### src/dlr_pkg.sv
// ----------------------------------------------------------------------------
// dlr_pkg
// Shared types and constants for the downmix and linear resampler block.
// ----------------------------------------------------------------------------
`default_nettype none

package dlr_pkg;

    localparam int SAMPLE_W = 16;
    localparam int CH_W     = 2;
    localparam int STEP_W   = 21;
    localparam int ADDR_W   = 3;
    localparam int DATA_W   = 32;

    localparam logic [CH_W-1:0]   CH_RESET   = 2'd1;
    localparam logic [STEP_W-1:0] STEP_RESET = 21'd65536;

    // Register index, taken from paddr[2]
    typedef enum logic [0:0] {
        REG_CHANNEL_COUNT = 1'b0,
        REG_PHASE_STEP    = 1'b1
    } reg_index_t;

    typedef struct packed {
        logic signed [SAMPLE_W-1:0] sample_left;
        logic signed [SAMPLE_W-1:0] sample_right;
        logic                       last_frame;
    } frame_beat_t;

    typedef struct packed {
        logic signed [SAMPLE_W-1:0] out_sample;
        logic                       out_last;
    } result_beat_t;

    // Step strobes for the interpolation unit
    typedef struct packed {
        logic load;
        logic mul;
        logic round;
    } lerp_ctrl_t;

endpackage

`default_nettype wire

### src/downmix_linear_resampler.sv
// ----------------------------------------------------------------------------
// downmix_linear_resampler
// Averages one or two channels into mono and resamples the mono stream by
// linear interpolation at a programmable Q5.16 step.
// ----------------------------------------------------------------------------
// Sequence: a frame beat passes through the mix and difference states, then
//   the shared lerp unit loop (operand load, multiply, round, emit) runs once
//   per result beat; the loop waits in emit while the result side stalls. A
//   lone last frame skips the difference state, and a buffer's first frame
//   only primes the history. Each frame yields 0 to 16 result beats, and a
//   new frame beat is taken only once all results of the last are emitted.
// Reset: rst_n clears the sequencer, history, position and registers to
//   channel_count = 1 and phase_step = 1.0; no clearing pass is needed.
// ----------------------------------------------------------------------------
`default_nettype none

module downmix_linear_resampler #(
    parameter int MAX_CHANNELS = 2,
    parameter int FRAC_BITS    = 16
) (
    input  wire                                 clk,
    input  wire                                 rst_n,
    // Frame channel
    input  wire                                 frame_valid,
    output logic                                frame_ready,
    input  wire dlr_pkg::frame_beat_t           frame,
    // Result channel
    output logic                                result_valid,
    input  wire                                 result_ready,
    output dlr_pkg::result_beat_t               result,
    // Configuration port
    input  wire                                 psel,
    input  wire                                 penable,
    input  wire                                 pwrite,
    input  wire [dlr_pkg::ADDR_W-1:0]           paddr,
    input  wire [dlr_pkg::DATA_W-1:0]           pwdata,
    output logic [dlr_pkg::DATA_W-1:0]          prdata,
    output logic                                pready
);

    // Position is Q(5).FRAC_BITS: it never reaches 17 samples
    localparam int PW = FRAC_BITS + 5;
    localparam int SW = (PW > dlr_pkg::STEP_W) ? PW : dlr_pkg::STEP_W;
    localparam logic [PW-1:0] ONE     = PW'(1) << FRAC_BITS;
    localparam logic [PW-1:0] TWO     = PW'(2) << FRAC_BITS;
    localparam logic [PW-1:0] POS_LIM = PW'(17) << FRAC_BITS;
    localparam logic [SW-1:0] STEP_LO = SW'(1) << (FRAC_BITS - 3);
    localparam logic [SW-1:0] STEP_HI = SW'(1) << (FRAC_BITS + 4);

    typedef enum logic [6:0] {
        ST_IDLE  = 7'b0000001,
        ST_MIX   = 7'b0000010,
        ST_DIFF  = 7'b0000100,
        ST_CHECK = 7'b0001000,
        ST_MUL   = 7'b0010000,
        ST_ROUND = 7'b0100000,
        ST_EMIT  = 7'b1000000
    } state_t;

    state_t state_reg, state_next;

    // Configuration
    logic [dlr_pkg::CH_W-1:0]   channel_count_reg;
    logic [dlr_pkg::STEP_W-1:0] phase_step_reg;
    logic                       cfg_write;
    dlr_pkg::reg_index_t        cfg_index;

    // Item and history
    dlr_pkg::frame_beat_t              frame_reg;
    logic signed [dlr_pkg::SAMPLE_W-1:0] mono_reg;
    logic signed [dlr_pkg::SAMPLE_W-1:0] prev_reg, prev_next;
    logic signed [dlr_pkg::SAMPLE_W:0]   diff_reg;
    logic                              have_prev_reg, have_prev_next;
    logic [PW-1:0]                     pos_reg, pos_next;
    logic [PW-1:0]                     step_reg;
    logic                              tail_reg, tail_next;
    logic                              fin_reg, fin_next;

    // Result output register
    logic                  result_valid_reg;
    dlr_pkg::result_beat_t result_reg;

    // Combinational helpers
    logic signed [dlr_pkg::SAMPLE_W:0]   mix_sum;
    logic signed [dlr_pkg::SAMPLE_W-1:0] mono_mix;
    logic                                stereo;
    logic [SW-1:0]                       step_ext;
    logic [PW-1:0]                       step_eff;
    logic                                pos_below_one;
    logic [PW-1:0]                       pos_step;
    logic                                out_free;
    logic                                emit;

    dlr_pkg::lerp_ctrl_t                 lerp_ctrl;
    logic signed [dlr_pkg::SAMPLE_W-1:0] lerp_base;
    logic signed [dlr_pkg::SAMPLE_W:0]   lerp_diff;
    logic [FRAC_BITS-1:0]                lerp_frac;
    logic signed [dlr_pkg::SAMPLE_W-1:0] lerp_result;

    // ------------------------------------------------------------------
    // Configuration port: zero-wait APB, index from the word address
    // ------------------------------------------------------------------
    assign pready    = 1'b1;
    assign cfg_write = psel && penable && pwrite && pready;
    assign cfg_index = dlr_pkg::reg_index_t'(paddr[2]);

    always_ff @(posedge clk or negedge rst_n)
    begin
        if (!rst_n)
        begin
            channel_count_reg <= dlr_pkg::CH_RESET;
            phase_step_reg    <= dlr_pkg::STEP_RESET;
        end
        else if (cfg_write)
        begin
            unique case (cfg_index)
                dlr_pkg::REG_CHANNEL_COUNT:
                begin
                    channel_count_reg <= pwdata[dlr_pkg::CH_W-1:0];
                end
                dlr_pkg::REG_PHASE_STEP:
                begin
                    phase_step_reg <= pwdata[dlr_pkg::STEP_W-1:0];
                end
                default:
                begin
                end
            endcase
        end
    end

    always_comb
    begin
        unique case (cfg_index)
            dlr_pkg::REG_CHANNEL_COUNT: prdata = dlr_pkg::DATA_W'(channel_count_reg);
            dlr_pkg::REG_PHASE_STEP:    prdata = dlr_pkg::DATA_W'(phase_step_reg);
            default:                    prdata = '0;
        endcase
    end

    // ------------------------------------------------------------------
    // Downmix and step clamp
    // ------------------------------------------------------------------
    // Channel count 0 acts as mono; anything above MAX_CHANNELS as MAX_CHANNELS.
    assign stereo  = (MAX_CHANNELS >= 2) && (channel_count_reg >= 2'd2);
    // Average rounded to nearest, ties toward plus infinity
    assign mix_sum = (dlr_pkg::SAMPLE_W+1)'(frame_reg.sample_left)
                   + (dlr_pkg::SAMPLE_W+1)'(frame_reg.sample_right)
                   + (dlr_pkg::SAMPLE_W+1)'(1);
    assign mono_mix = stereo ? mix_sum[dlr_pkg::SAMPLE_W:1] : frame_reg.sample_left;

    always_comb
    begin
        step_ext = SW'(phase_step_reg);
        if (step_ext < STEP_LO)
        begin
            step_ext = STEP_LO;
        end
        else if (step_ext > STEP_HI)
        begin
            step_ext = STEP_HI;
        end
        step_eff = step_ext[PW-1:0];
    end

    assign pos_below_one = (pos_reg < ONE);
    assign pos_step      = pos_reg + step_reg;
    assign out_free      = !result_valid_reg || result_ready;
    assign emit          = (state_reg == ST_EMIT) && out_free;

    // ------------------------------------------------------------------
    // Shared interpolation unit. The tail of a last frame uses it with a
    // zero slope so that every result takes the same path.
    // ------------------------------------------------------------------
    always_comb
    begin
        lerp_ctrl.load  = (state_reg == ST_CHECK) && pos_below_one;
        lerp_ctrl.mul   = (state_reg == ST_MUL);
        lerp_ctrl.round = (state_reg == ST_ROUND);
        lerp_base       = tail_reg ? mono_reg : prev_reg;
        lerp_diff       = tail_reg ? '0 : diff_reg;
        lerp_frac       = tail_reg ? '0 : pos_reg[FRAC_BITS-1:0];
    end

    dlr_lerp_unit #(
        .FRAC_BITS (FRAC_BITS)
    ) u_lerp (
        .clk    (clk),
        .ctrl   (lerp_ctrl),
        .base   (lerp_base),
        .diff   (lerp_diff),
        .frac   (lerp_frac),
        .result (lerp_result)
    );

    // ------------------------------------------------------------------
    // Sequencer
    // ------------------------------------------------------------------
    always_comb
    begin
        state_next     = state_reg;
        prev_next      = prev_reg;
        have_prev_next = have_prev_reg;
        pos_next       = pos_reg;
        tail_next      = tail_reg;
        fin_next       = fin_reg;

        unique case (state_reg)
            ST_IDLE:
            begin
                if (frame_valid)
                begin
                    state_next = ST_MIX;
                end
            end
            ST_MIX:
            begin
                if (have_prev_reg)
                begin
                    tail_next  = 1'b0;
                    state_next = ST_DIFF;
                end
                else if (frame_reg.last_frame)
                begin
                    // Lone last frame: hold its sample across [0, 1)
                    tail_next  = 1'b1;
                    state_next = ST_CHECK;
                end
                else
                begin
                    // First frame of a buffer only primes the history
                    prev_next      = mono_mix;
                    have_prev_next = 1'b1;
                    state_next     = ST_IDLE;
                end
            end
            ST_DIFF:
            begin
                state_next = ST_CHECK;
            end
            ST_CHECK:
            begin
                if (pos_below_one)
                begin
                    // Flag the final beat of the buffer ahead of time
                    pos_next   = pos_step;
                    fin_next   = tail_reg ? (pos_step >= ONE)
                                          : (frame_reg.last_frame && (pos_step >= TWO));
                    state_next = ST_MUL;
                end
                else if (!tail_reg)
                begin
                    pos_next       = pos_reg - ONE;
                    prev_next      = mono_reg;
                    have_prev_next = 1'b1;
                    if (frame_reg.last_frame)
                    begin
                        tail_next = 1'b1;
                    end
                    else
                    begin
                        state_next = ST_IDLE;
                    end
                end
                else
                begin
                    // End of buffer: start the stream over
                    pos_next       = '0;
                    prev_next      = '0;
                    have_prev_next = 1'b0;
                    state_next     = ST_IDLE;
                end
            end
            ST_MUL:
            begin
                state_next = ST_ROUND;
            end
            ST_ROUND:
            begin
                state_next = ST_EMIT;
            end
            ST_EMIT:
            begin
                if (out_free)
                begin
                    state_next = ST_CHECK;
                end
            end
            default:
            begin
                state_next = ST_IDLE;
            end
        endcase
    end

    assign frame_ready = (state_reg == ST_IDLE);

    always_ff @(posedge clk or negedge rst_n)
    begin
        if (!rst_n)
        begin
            state_reg     <= ST_IDLE;
            prev_reg      <= '0;
            have_prev_reg <= 1'b0;
            pos_reg       <= '0;
            tail_reg      <= 1'b0;
            fin_reg       <= 1'b0;
        end
        else
        begin
            state_reg     <= state_next;
            prev_reg      <= prev_next;
            have_prev_reg <= have_prev_next;
            pos_reg       <= pos_next;
            tail_reg      <= tail_next;
            fin_reg       <= fin_next;
        end
    end

    // Payload registers
    always_ff @(posedge clk)
    begin
        if (frame_valid && frame_ready)
        begin
            frame_reg <= frame;
        end
        if (state_reg == ST_MIX)
        begin
            mono_reg <= mono_mix;
            step_reg <= step_eff;
        end
        if (state_reg == ST_DIFF)
        begin
            diff_reg <= (dlr_pkg::SAMPLE_W+1)'(mono_reg) - (dlr_pkg::SAMPLE_W+1)'(prev_reg);
        end
        if (emit)
        begin
            result_reg.out_sample <= lerp_result;
            result_reg.out_last   <= fin_reg;
        end
    end

    // ------------------------------------------------------------------
    // Output register: load on emit, drop once the beat is taken
    // ------------------------------------------------------------------
    always_ff @(posedge clk or negedge rst_n)
    begin
        if (!rst_n)
        begin
            result_valid_reg <= 1'b0;
        end
        else if (emit)
        begin
            result_valid_reg <= 1'b1;
        end
        else if (result_ready)
        begin
            result_valid_reg <= 1'b0;
        end
    end

    assign result_valid = result_valid_reg;
    assign result       = result_reg;

    // ------------------------------------------------------------------
    // Assertions
    // ------------------------------------------------------------------
    // A frame beat blocks further frames until its results are worked out
    assert property (@(posedge clk) disable iff (!rst_n)
        (frame_valid && frame_ready) |=> !frame_ready)
        else $error("frame accepted twice in a row");

    // Position stays inside [0, 17) samples
    assert property (@(posedge clk) disable iff (!rst_n)
        pos_reg < POS_LIM)
        else $error("output position out of range");

    // With no history, an idle block sits at position zero
    assert property (@(posedge clk) disable iff (!rst_n)
        ((state_reg == ST_IDLE) && !have_prev_reg) |-> (pos_reg == '0))
        else $error("position not cleared at buffer start");

    // An emit never overwrites a beat that is still waiting
    assert property (@(posedge clk) disable iff (!rst_n)
        (result_valid && !result_ready) |-> !emit)
        else $error("result beat overwritten");

endmodule

`default_nettype wire

### src/dlr_lerp_unit.sv
// ----------------------------------------------------------------------------
// dlr_lerp_unit
// Shared interpolation unit: base + diff * frac, rounded to nearest, in
// three registered steps (load operands, multiply, add and round).
// ----------------------------------------------------------------------------
`default_nettype none

module dlr_lerp_unit #(
    parameter int FRAC_BITS = 16
) (
    input  wire                                         clk,
    input  wire dlr_pkg::lerp_ctrl_t                    ctrl,
    input  wire logic signed [dlr_pkg::SAMPLE_W-1:0]    base,
    input  wire logic signed [dlr_pkg::SAMPLE_W:0]      diff,
    input  wire logic [FRAC_BITS-1:0]                   frac,
    output logic signed [dlr_pkg::SAMPLE_W-1:0]         result
);

    localparam int PROD_W = dlr_pkg::SAMPLE_W + FRAC_BITS + 2;
    localparam int LW     = PROD_W + 1;
    localparam logic signed [LW-1:0] HALF = LW'(1) <<< (FRAC_BITS - 1);

    logic signed [dlr_pkg::SAMPLE_W-1:0] base_reg;
    logic signed [dlr_pkg::SAMPLE_W:0]   diff_reg;
    logic [FRAC_BITS-1:0]                frac_reg;
    logic signed [PROD_W-1:0]            prod_reg;
    logic signed [dlr_pkg::SAMPLE_W-1:0] result_reg;
    logic signed [LW-1:0]                sum;

    always_comb
    begin
        sum = (LW'(base_reg) <<< FRAC_BITS) + LW'(prod_reg) + HALF;
    end

    always_ff @(posedge clk)
    begin
        if (ctrl.load)
        begin
            base_reg <= base;
            diff_reg <= diff;
            frac_reg <= frac;
        end
        if (ctrl.mul)
        begin
            prod_reg <= PROD_W'(diff_reg * $signed({1'b0, frac_reg}));
        end
        if (ctrl.round)
        begin
            result_reg <= sum[FRAC_BITS + dlr_pkg::SAMPLE_W - 1:FRAC_BITS];
        end
    end

    assign result = result_reg;

endmodule

`default_nettype wire
### config.mk
export PLATFORM = sky130hd
export DESIGN_NAME = downmix_linear_resampler
export DESIGN_NICKNAME = d
export VERILOG_FILES = /design/src/dlr_pkg.sv /design/src/downmix_linear_resampler.sv /design/src/dlr_lerp_unit.sv
export SDC_FILE = /design/constraint.sdc
export NUM_CORES = 1
export LEC_CHECK = 0
export BUFFER_PORTS_ARGS = -buffer_cell sky130_fd_sc_hd__clkbuf_2
export CORE_MARGIN = 5
export CORE_UTILIZATION = 40
export CTS_CLUSTER_SIZE = 10
export DETAILED_ROUTE_END_ITERATION = 10
export PLACE_DENSITY_LB_ADDON = 0.15
export SETUP_SLACK_MARGIN = 0.4
export SLEW_MARGIN = 20
export SYNTH_ARGS = -nofsm -noshare
export SYNTH_HDL_FRONTEND = slang
export SYNTH_SLANG_ARGS = --single-unit
### constraint.sdc
create_clock -name clk -period 16.5 [get_ports clk]
set_input_delay 1.65 -clock clk [delete_from_list [all_inputs] [get_ports clk]]
set_output_delay 1.65 -clock clk [all_outputs]
set_load 0.05 [all_outputs]
Yosys cells after proc, flatten, opt, wreduce, memory -nomap -nowiden

Index checks and enable logic that the tools add are counted.

Bits in registers: 272
Bits of input ports: 75
Word-level logic and storage cells: 103

Add/sub/neg operators: 7
Multipliers: 1
Magnitude comparators: 6
Equality and inequality tests: 14
Multiplexer cells: 33
Bitwise logic cells: 1
Reduce and logical (&&, ||, !) cells: 18

Operator list:

| cell                   | number |
|---|---|
| $mux 16                | 6 |
| $pmux 32 s2            | 1 |
| $mux 21                | 3 |
| $pmux 7 s7             | 1 |
| $mux 7                 | 5 |
| $add 32x17->32 const B | 1 |
| $add 32x32->32         | 1 |
| $mul 17x17->32         | 1 |
| $pmux 16 s2            | 1 |
| $add 21x21->21         | 1 |
| $ge 21x17->1 const B   | 1 |
| $ge 21x18->1 const B   | 1 |
| $gt 21x21->1 const B   | 1 |
| $lt 21x14->1 const B   | 1 |
| $lt 21x17->1 const B   | 1 |
| $sub 21x17->21 const B | 1 |
| $add 16x16->17         | 1 |
| $add 17x2->17 const B  | 1 |
| $sub 16x16->17         | 1 |
| $mux 1                 | 12 |
| $ne 2x2->1 const B     | 5 |
| $mux 4                 | 2 |
| $reduce_and 2->1       | 4 |
| $eq 7x1->1 const B     | 1 |
| other kinds (18)       | 26 |

Longest topological paths before layout

Depth after elaboration: 6
Gate-level depth with buffers: 24

By module

From an unflattened synthesis, not the netlist that was laid out.

Cell total of the unflattened synthesis: 2134
Area total of the unflattened synthesis: 22472.8 sq um

By module, submodules not included:

| module                   | times used | cells each | area each (sq um) | sequential area each (sq um) |
|---|---|---|---|---|
| dlr_lerp_unit            | 1          | 1261       | 12888.6           | 2462.4 |
| downmix_linear_resampler | 1          | 873        | 9584.2            | 4903.5 |

Least setup slack after synthesis

Ideal clock, no wire load.

Kind: reg-to-reg
From: register u_lerp.frac_reg[8]
To: register u_lerp.prod_reg[30] (data pin)
Arrival time: 5.658 ns
Data required time: 16.242 ns
Path slack: 10.585 ns
Cell stages (with the launch flop): 24
Path through: edfxtp_1 -> clkbuf_1 -> clkbuf_1 -> nand2_1 -> fa_1 -> inv_1 -> fa_1 -> inv_1 -> fa_1 -> inv_1 -> fa_1 -> fa_1 -> inv_1 -> fa_1 -> inv_1 -> ha_1 -> a21o_1 -> a21oi_1 -> o21ai_0 -> o21ai_2 -> a31oi_2 -> a211o_1 -> a21oi_2 -> xnor2_1

Word-level cells in the longest chain between the ends: 1

Ends and longest elaborated chain:

| element                | line                | source |
|---|---|---|
| start, declared        | dlr_lerp_unit.sv:25 | `logic [FRAC_BITS-1:0] frac_reg;` |
| start signal, assigned | dlr_lerp_unit.sv:41 | `frac_reg <= frac;` |
| $mul 17x17->32         | dlr_lerp_unit.sv:45 | `prod_reg <= PROD_W'(diff_reg * $signed({1'b0, frac_reg}));` |
| end signal, assigned   | dlr_lerp_unit.sv:45 |  |
| end, declared          | dlr_lerp_unit.sv:26 | `logic signed [PROD_W-1:0] prod_reg;` |

No other way between the ends.
A chain may end at the register's enable or synchronous reset.

Worst setup path in the final report

From: register u_lerp.diff_reg[10] (netlist bit)
To: register u_lerp.prod_reg[31] (data pin)

Word-level cells in the longest chain between the ends: 1

Ends and longest elaborated chain:

| element                | line                | source |
|---|---|---|
| start, declared        | dlr_lerp_unit.sv:24 | `logic signed [dlr_pkg::SAMPLE_W:0] diff_reg;` |
| start signal, assigned | dlr_lerp_unit.sv:40 | `diff_reg <= diff;` |
| $mul 17x17->32         | dlr_lerp_unit.sv:45 |  |

No other way between the ends.

==> impl_results.md <==
- Final Net Count: around 2700
- Ratio of cells with drive above 1 in the final layout: 9.66%
- Count of different cell masters after synthesis: 65
- Total track usage: 16.5%
- Seq/Total Area, Yosys: 33.1%
- Worst-path cell chain: and2_1, fa_1, inv_1, fa_1, fa_1, fa_1, inv_1, fa_1, fa_1, ha_1, nand2_1, o21ai_0, nand3_1, a311oi_2, o21ai_2, a31oi_2, a21o_1, o41ai_2, xnor2_1
- Critical Path Start Type: flip-flop
- Die area: about 60000 sq um
- Min cycle time layout: 6680 ps
- Worst Setup SP: u_lerp.diff_reg[10]
- Post-detailed-route wirelength per cell: 16.4 microns
- Hold_buf cts: 0
- Final Hold Viols: 0
- Simple-Gate Fraction of Synth Area: 13.9%
- Core ar.: 55100 sq um
- Max incr delay on CP: 680 ps
- Pins Over Slew Limit: 0
- Initial DRT Pass Iterations: 4
- Htree depth: 1
- Iter 0 DRT Violations: 578
- First-pass GRT wire length: 81.0 mm
- Worst Path Required: 16810 ps
- Critical Path Sink Type: flip-flop
- FF-to-FF path depth: 19
- Max Freq: 0.150 GHz
- XOR/XNOR Fraction of Synth Area: 3.42%
- P&R area growth vs syn: 9.94%
- CP delay by family, top: adder cells
- CTS tree: built
- Worst hold start: u_lerp.result[9]
- MaxCap Viol Count: 0
- Fin crit share: 40.5%
- HPWL after DPL: 37.5 mm
- Mux share of post-synthesis cell area: 1.76%
- CP bufs+invs: 2
- Chip Height: roughly 250 microns
- N_diodes: 0
- Post-synth EDFFs: approximately 190
- # rows: 86
- Setup TNS: 0 ps
- Initial antenna violation count: 2
- Worst reg2reg setup slack: 9820 ps
- Worst Hold End: result[10]
- CP max FO: 16
- Die W: 246 microns
- Status: completed
- RSZ-0062 raised after global routing: false
- Gr ovfl total: 0
- Via density: just under 5
- Setup CP Type: reg2reg
- Root buffer cell: clkbuf_16
- Yosys top cell by area: edfxtp_1
- Crit path max-delay cell type: edfxtp_1
- Mapped Area: 22300 sq um
- Main combinational cell family by area after synthesis: adder cells
- Leakage: 11.2 nW
- Rel. slew slack: a little under two fifths
- Post-cts sizing count: 0
- Mean Syn Cell Area: about 11 sq um
- Area contributors post-synth: edfxtp_1, fa_1, ha_1, dfrtp_1, inv_1
- CTS clk-pin slew, worst paths: around 60 ps
- I/O Pins: 127
- End of the worst register-to-register path: u_lerp.prod_reg[31]
- RePlAce Congestion: ~0.84
- Largest net degree at the start of global routing: 72
- Ys async rst share: around 28%
- Sink Count: 257
- Final setup viols: 0
- Port Buffers: 101
- Peak supply drop: 0.129 mV
- DRC: 0
- Bufs on Longest Clock Path: 3
- Vias: 14500
- PwrDens: 123 nW/um^2
- Hold_ws: 417 ps
- Vias in the first global route: 15800
- Worst-Margin Slew: 948 ps
- Ys Warns: 0
- Most used flip-flop cell after synthesis: edfxtp_1
- Synth Area in Compound Gates: 7.48%
- CTS Buf Count: 31
- Initial Util: approximately 40%
- #FFs+latches synth: 257
- Max reg flops: 33
- Synth Area in Adders: 32.4%
- Post-CTS Setup Bufs: 0
- WP data arrival: 6990 ps
- Worst Skew: 29.9 ps
- Hold path cells: 0
- Synthesized instance count: 2120
- R2R Path Start: u_lerp.diff_reg[10]
- Clk_lat worst skew: 580 ps
- Hold WC Path Type: reg2reg
- Final ANT Viol Nets: 0
- WL final: 48.8 mm
- Post-synth top area share: 25.1%
- Most used cell, CP: fa_1
[final cells by class]
type | instances | area [sq um]
fill | 5259 | 30600
multi-input combinational | 1418 | 13200
sequential | 257 | 7370
inverter | 375 | 1410
tap | 748 | 936
clock buffer | 52 | 875
timing repair buffer | 118 | 663
clock inverter | 6 | 45.0
[stage by stage]
| stage | area [sq um] | setup slack (ps) | util (%) | cells | total power, W |
|---|---|---|---|---|---|
| after floorplan | 22300 | 10580 | - | 2130 | 0.00208 |
| after global placement | 23500 | 9870 | 42.7 | 2914 | 0.00239 |
| after detailed placement | 23500 | 9810 | 42.7 | 2914 | 0.00242 |
| after CTS | 24400 | 9790 | 44.4 | 2972 | 0.00306 |
| after global routing | 24500 | 9530 | 44.4 | 2974 | 0.00328 |
| final | 24500 | 9820 | 44.4 | 2974 | 0.00301 |
[worst register-to-register path, delay by kind of cell, from the launching register on]
| kind | cells | cell delay, ps |
|---|---|---|
| AO/OA/AOI/OAI | 6 | 1430 |
| XOR/XNOR | 1 | 130 |
| adder cells (fa/ha/maj) | 7 | 3380 |
| buffers and inverters | 2 | 120 |
| flip-flops | 1 | 680 |
| AND/OR/NAND/NOR | 3 | 670 |
[how the worst max path moves through the flow]
stage / endpoint / slack, ps / depth (start not counted)
floorplan: u_lerp.prod_reg[30] / 10580 / 23
global placement: u_lerp.prod_reg[30] / 9870 / 21
detailed placement: u_lerp.prod_reg[31] / 9810 / 19
CTS: u_lerp.prod_reg[31] / 9790 / 21
global route: u_lerp.prod_reg[31] / 9530 / 21
finish: u_lerp.prod_reg[31] / 9820 / 19
[power breakdown]
group	internal, W	total [W]	switching, W
Combinational	0.000604	0.00143	0.000824
Clock	0.000359	0.000616	0.000257
Sequential	0.000886	0.000966	0.0000798
[layer usage]
metal | up-vias | part of all wire (%) | global-route usage [%]
met3 | 66 | 3.9 | 2.25
met2 | 249 | 47 | 28.2
met5 | - | 0 | 0
met4 | 0 | 3.0 | 4.58
met1 | 7257 | 46 | 22.2
li1 | 6977 | - | -
[kinds of logic after synthesis]
family | Yosys count
muxes | 35
xor gates and xnor gates | 87
and+or+nand+nor | 610
DFF | 257
other | 2
AOI/OAI and AO/OA | 258
adders and majority gates | 416
buffers and inverters | 455
[cell usage after synthesis, types with 6 or more instances]
cell	count
inv_1	375
fa_1	269
nand2_1	224
edfxtp_1	186
and2_1	167
ha_1	147
a21oi_1	74
dfrtp_1	68
clkbuf_1	61
o21ai_0	58
xnor2_1	58
nor2_1	55
nor2b_1	49
mux2_2	33
xor2_1	29
nor3_1	27
nand3_1	24
a21o_1	20
a211oi_1	16
and3_1	16
a31oi_1	14
buf_4	12
o21a_1	10
nand2b_1	8
or3_1	8
nand4_1	7
o21ai_1	6
or2_2	6
[layout by cell type (no fill, tap or decap), types with 5 or more instances in the layout]
| cell type | instances |
|---|---|
| inv_1 | 374 |
| fa_1 | 269 |
| nand2_1 | 224 |
| edfxtp_1 | 186 |
| and2_1 | 167 |
| ha_1 | 147 |
| clkbuf_2 | 100 |
| a21oi_1 | 74 |
| dfrtp_1 | 67 |
| o21ai_0 | 58 |
| xnor2_1 | 58 |
| nor2_1 | 55 |
| nor2b_1 | 48 |
| mux2_2 | 33 |
| clkbuf_16 | 31 |
| xor2_1 | 29 |
| nor3_1 | 27 |
| nand3_1 | 24 |
| a21o_1 | 20 |
| clkbuf_1 | 19 |
| and3_1 | 16 |
| a211oi_1 | 16 |
| buf_4 | 16 |
| a31oi_1 | 14 |
| conb_1 | 12 |
| o21a_1 | 10 |
| or3_1 | 8 |
| nand2b_1 | 8 |
| nand4_1 | 7 |
| or2_2 | 6 |
| o21ai_1 | 5 |
| o211ai_1 | 5 |
| a211o_1 | 5 |
| o21bai_1 | 5 |
| a22oi_1 | 5 |
Power figures use the tool's default switching activity.
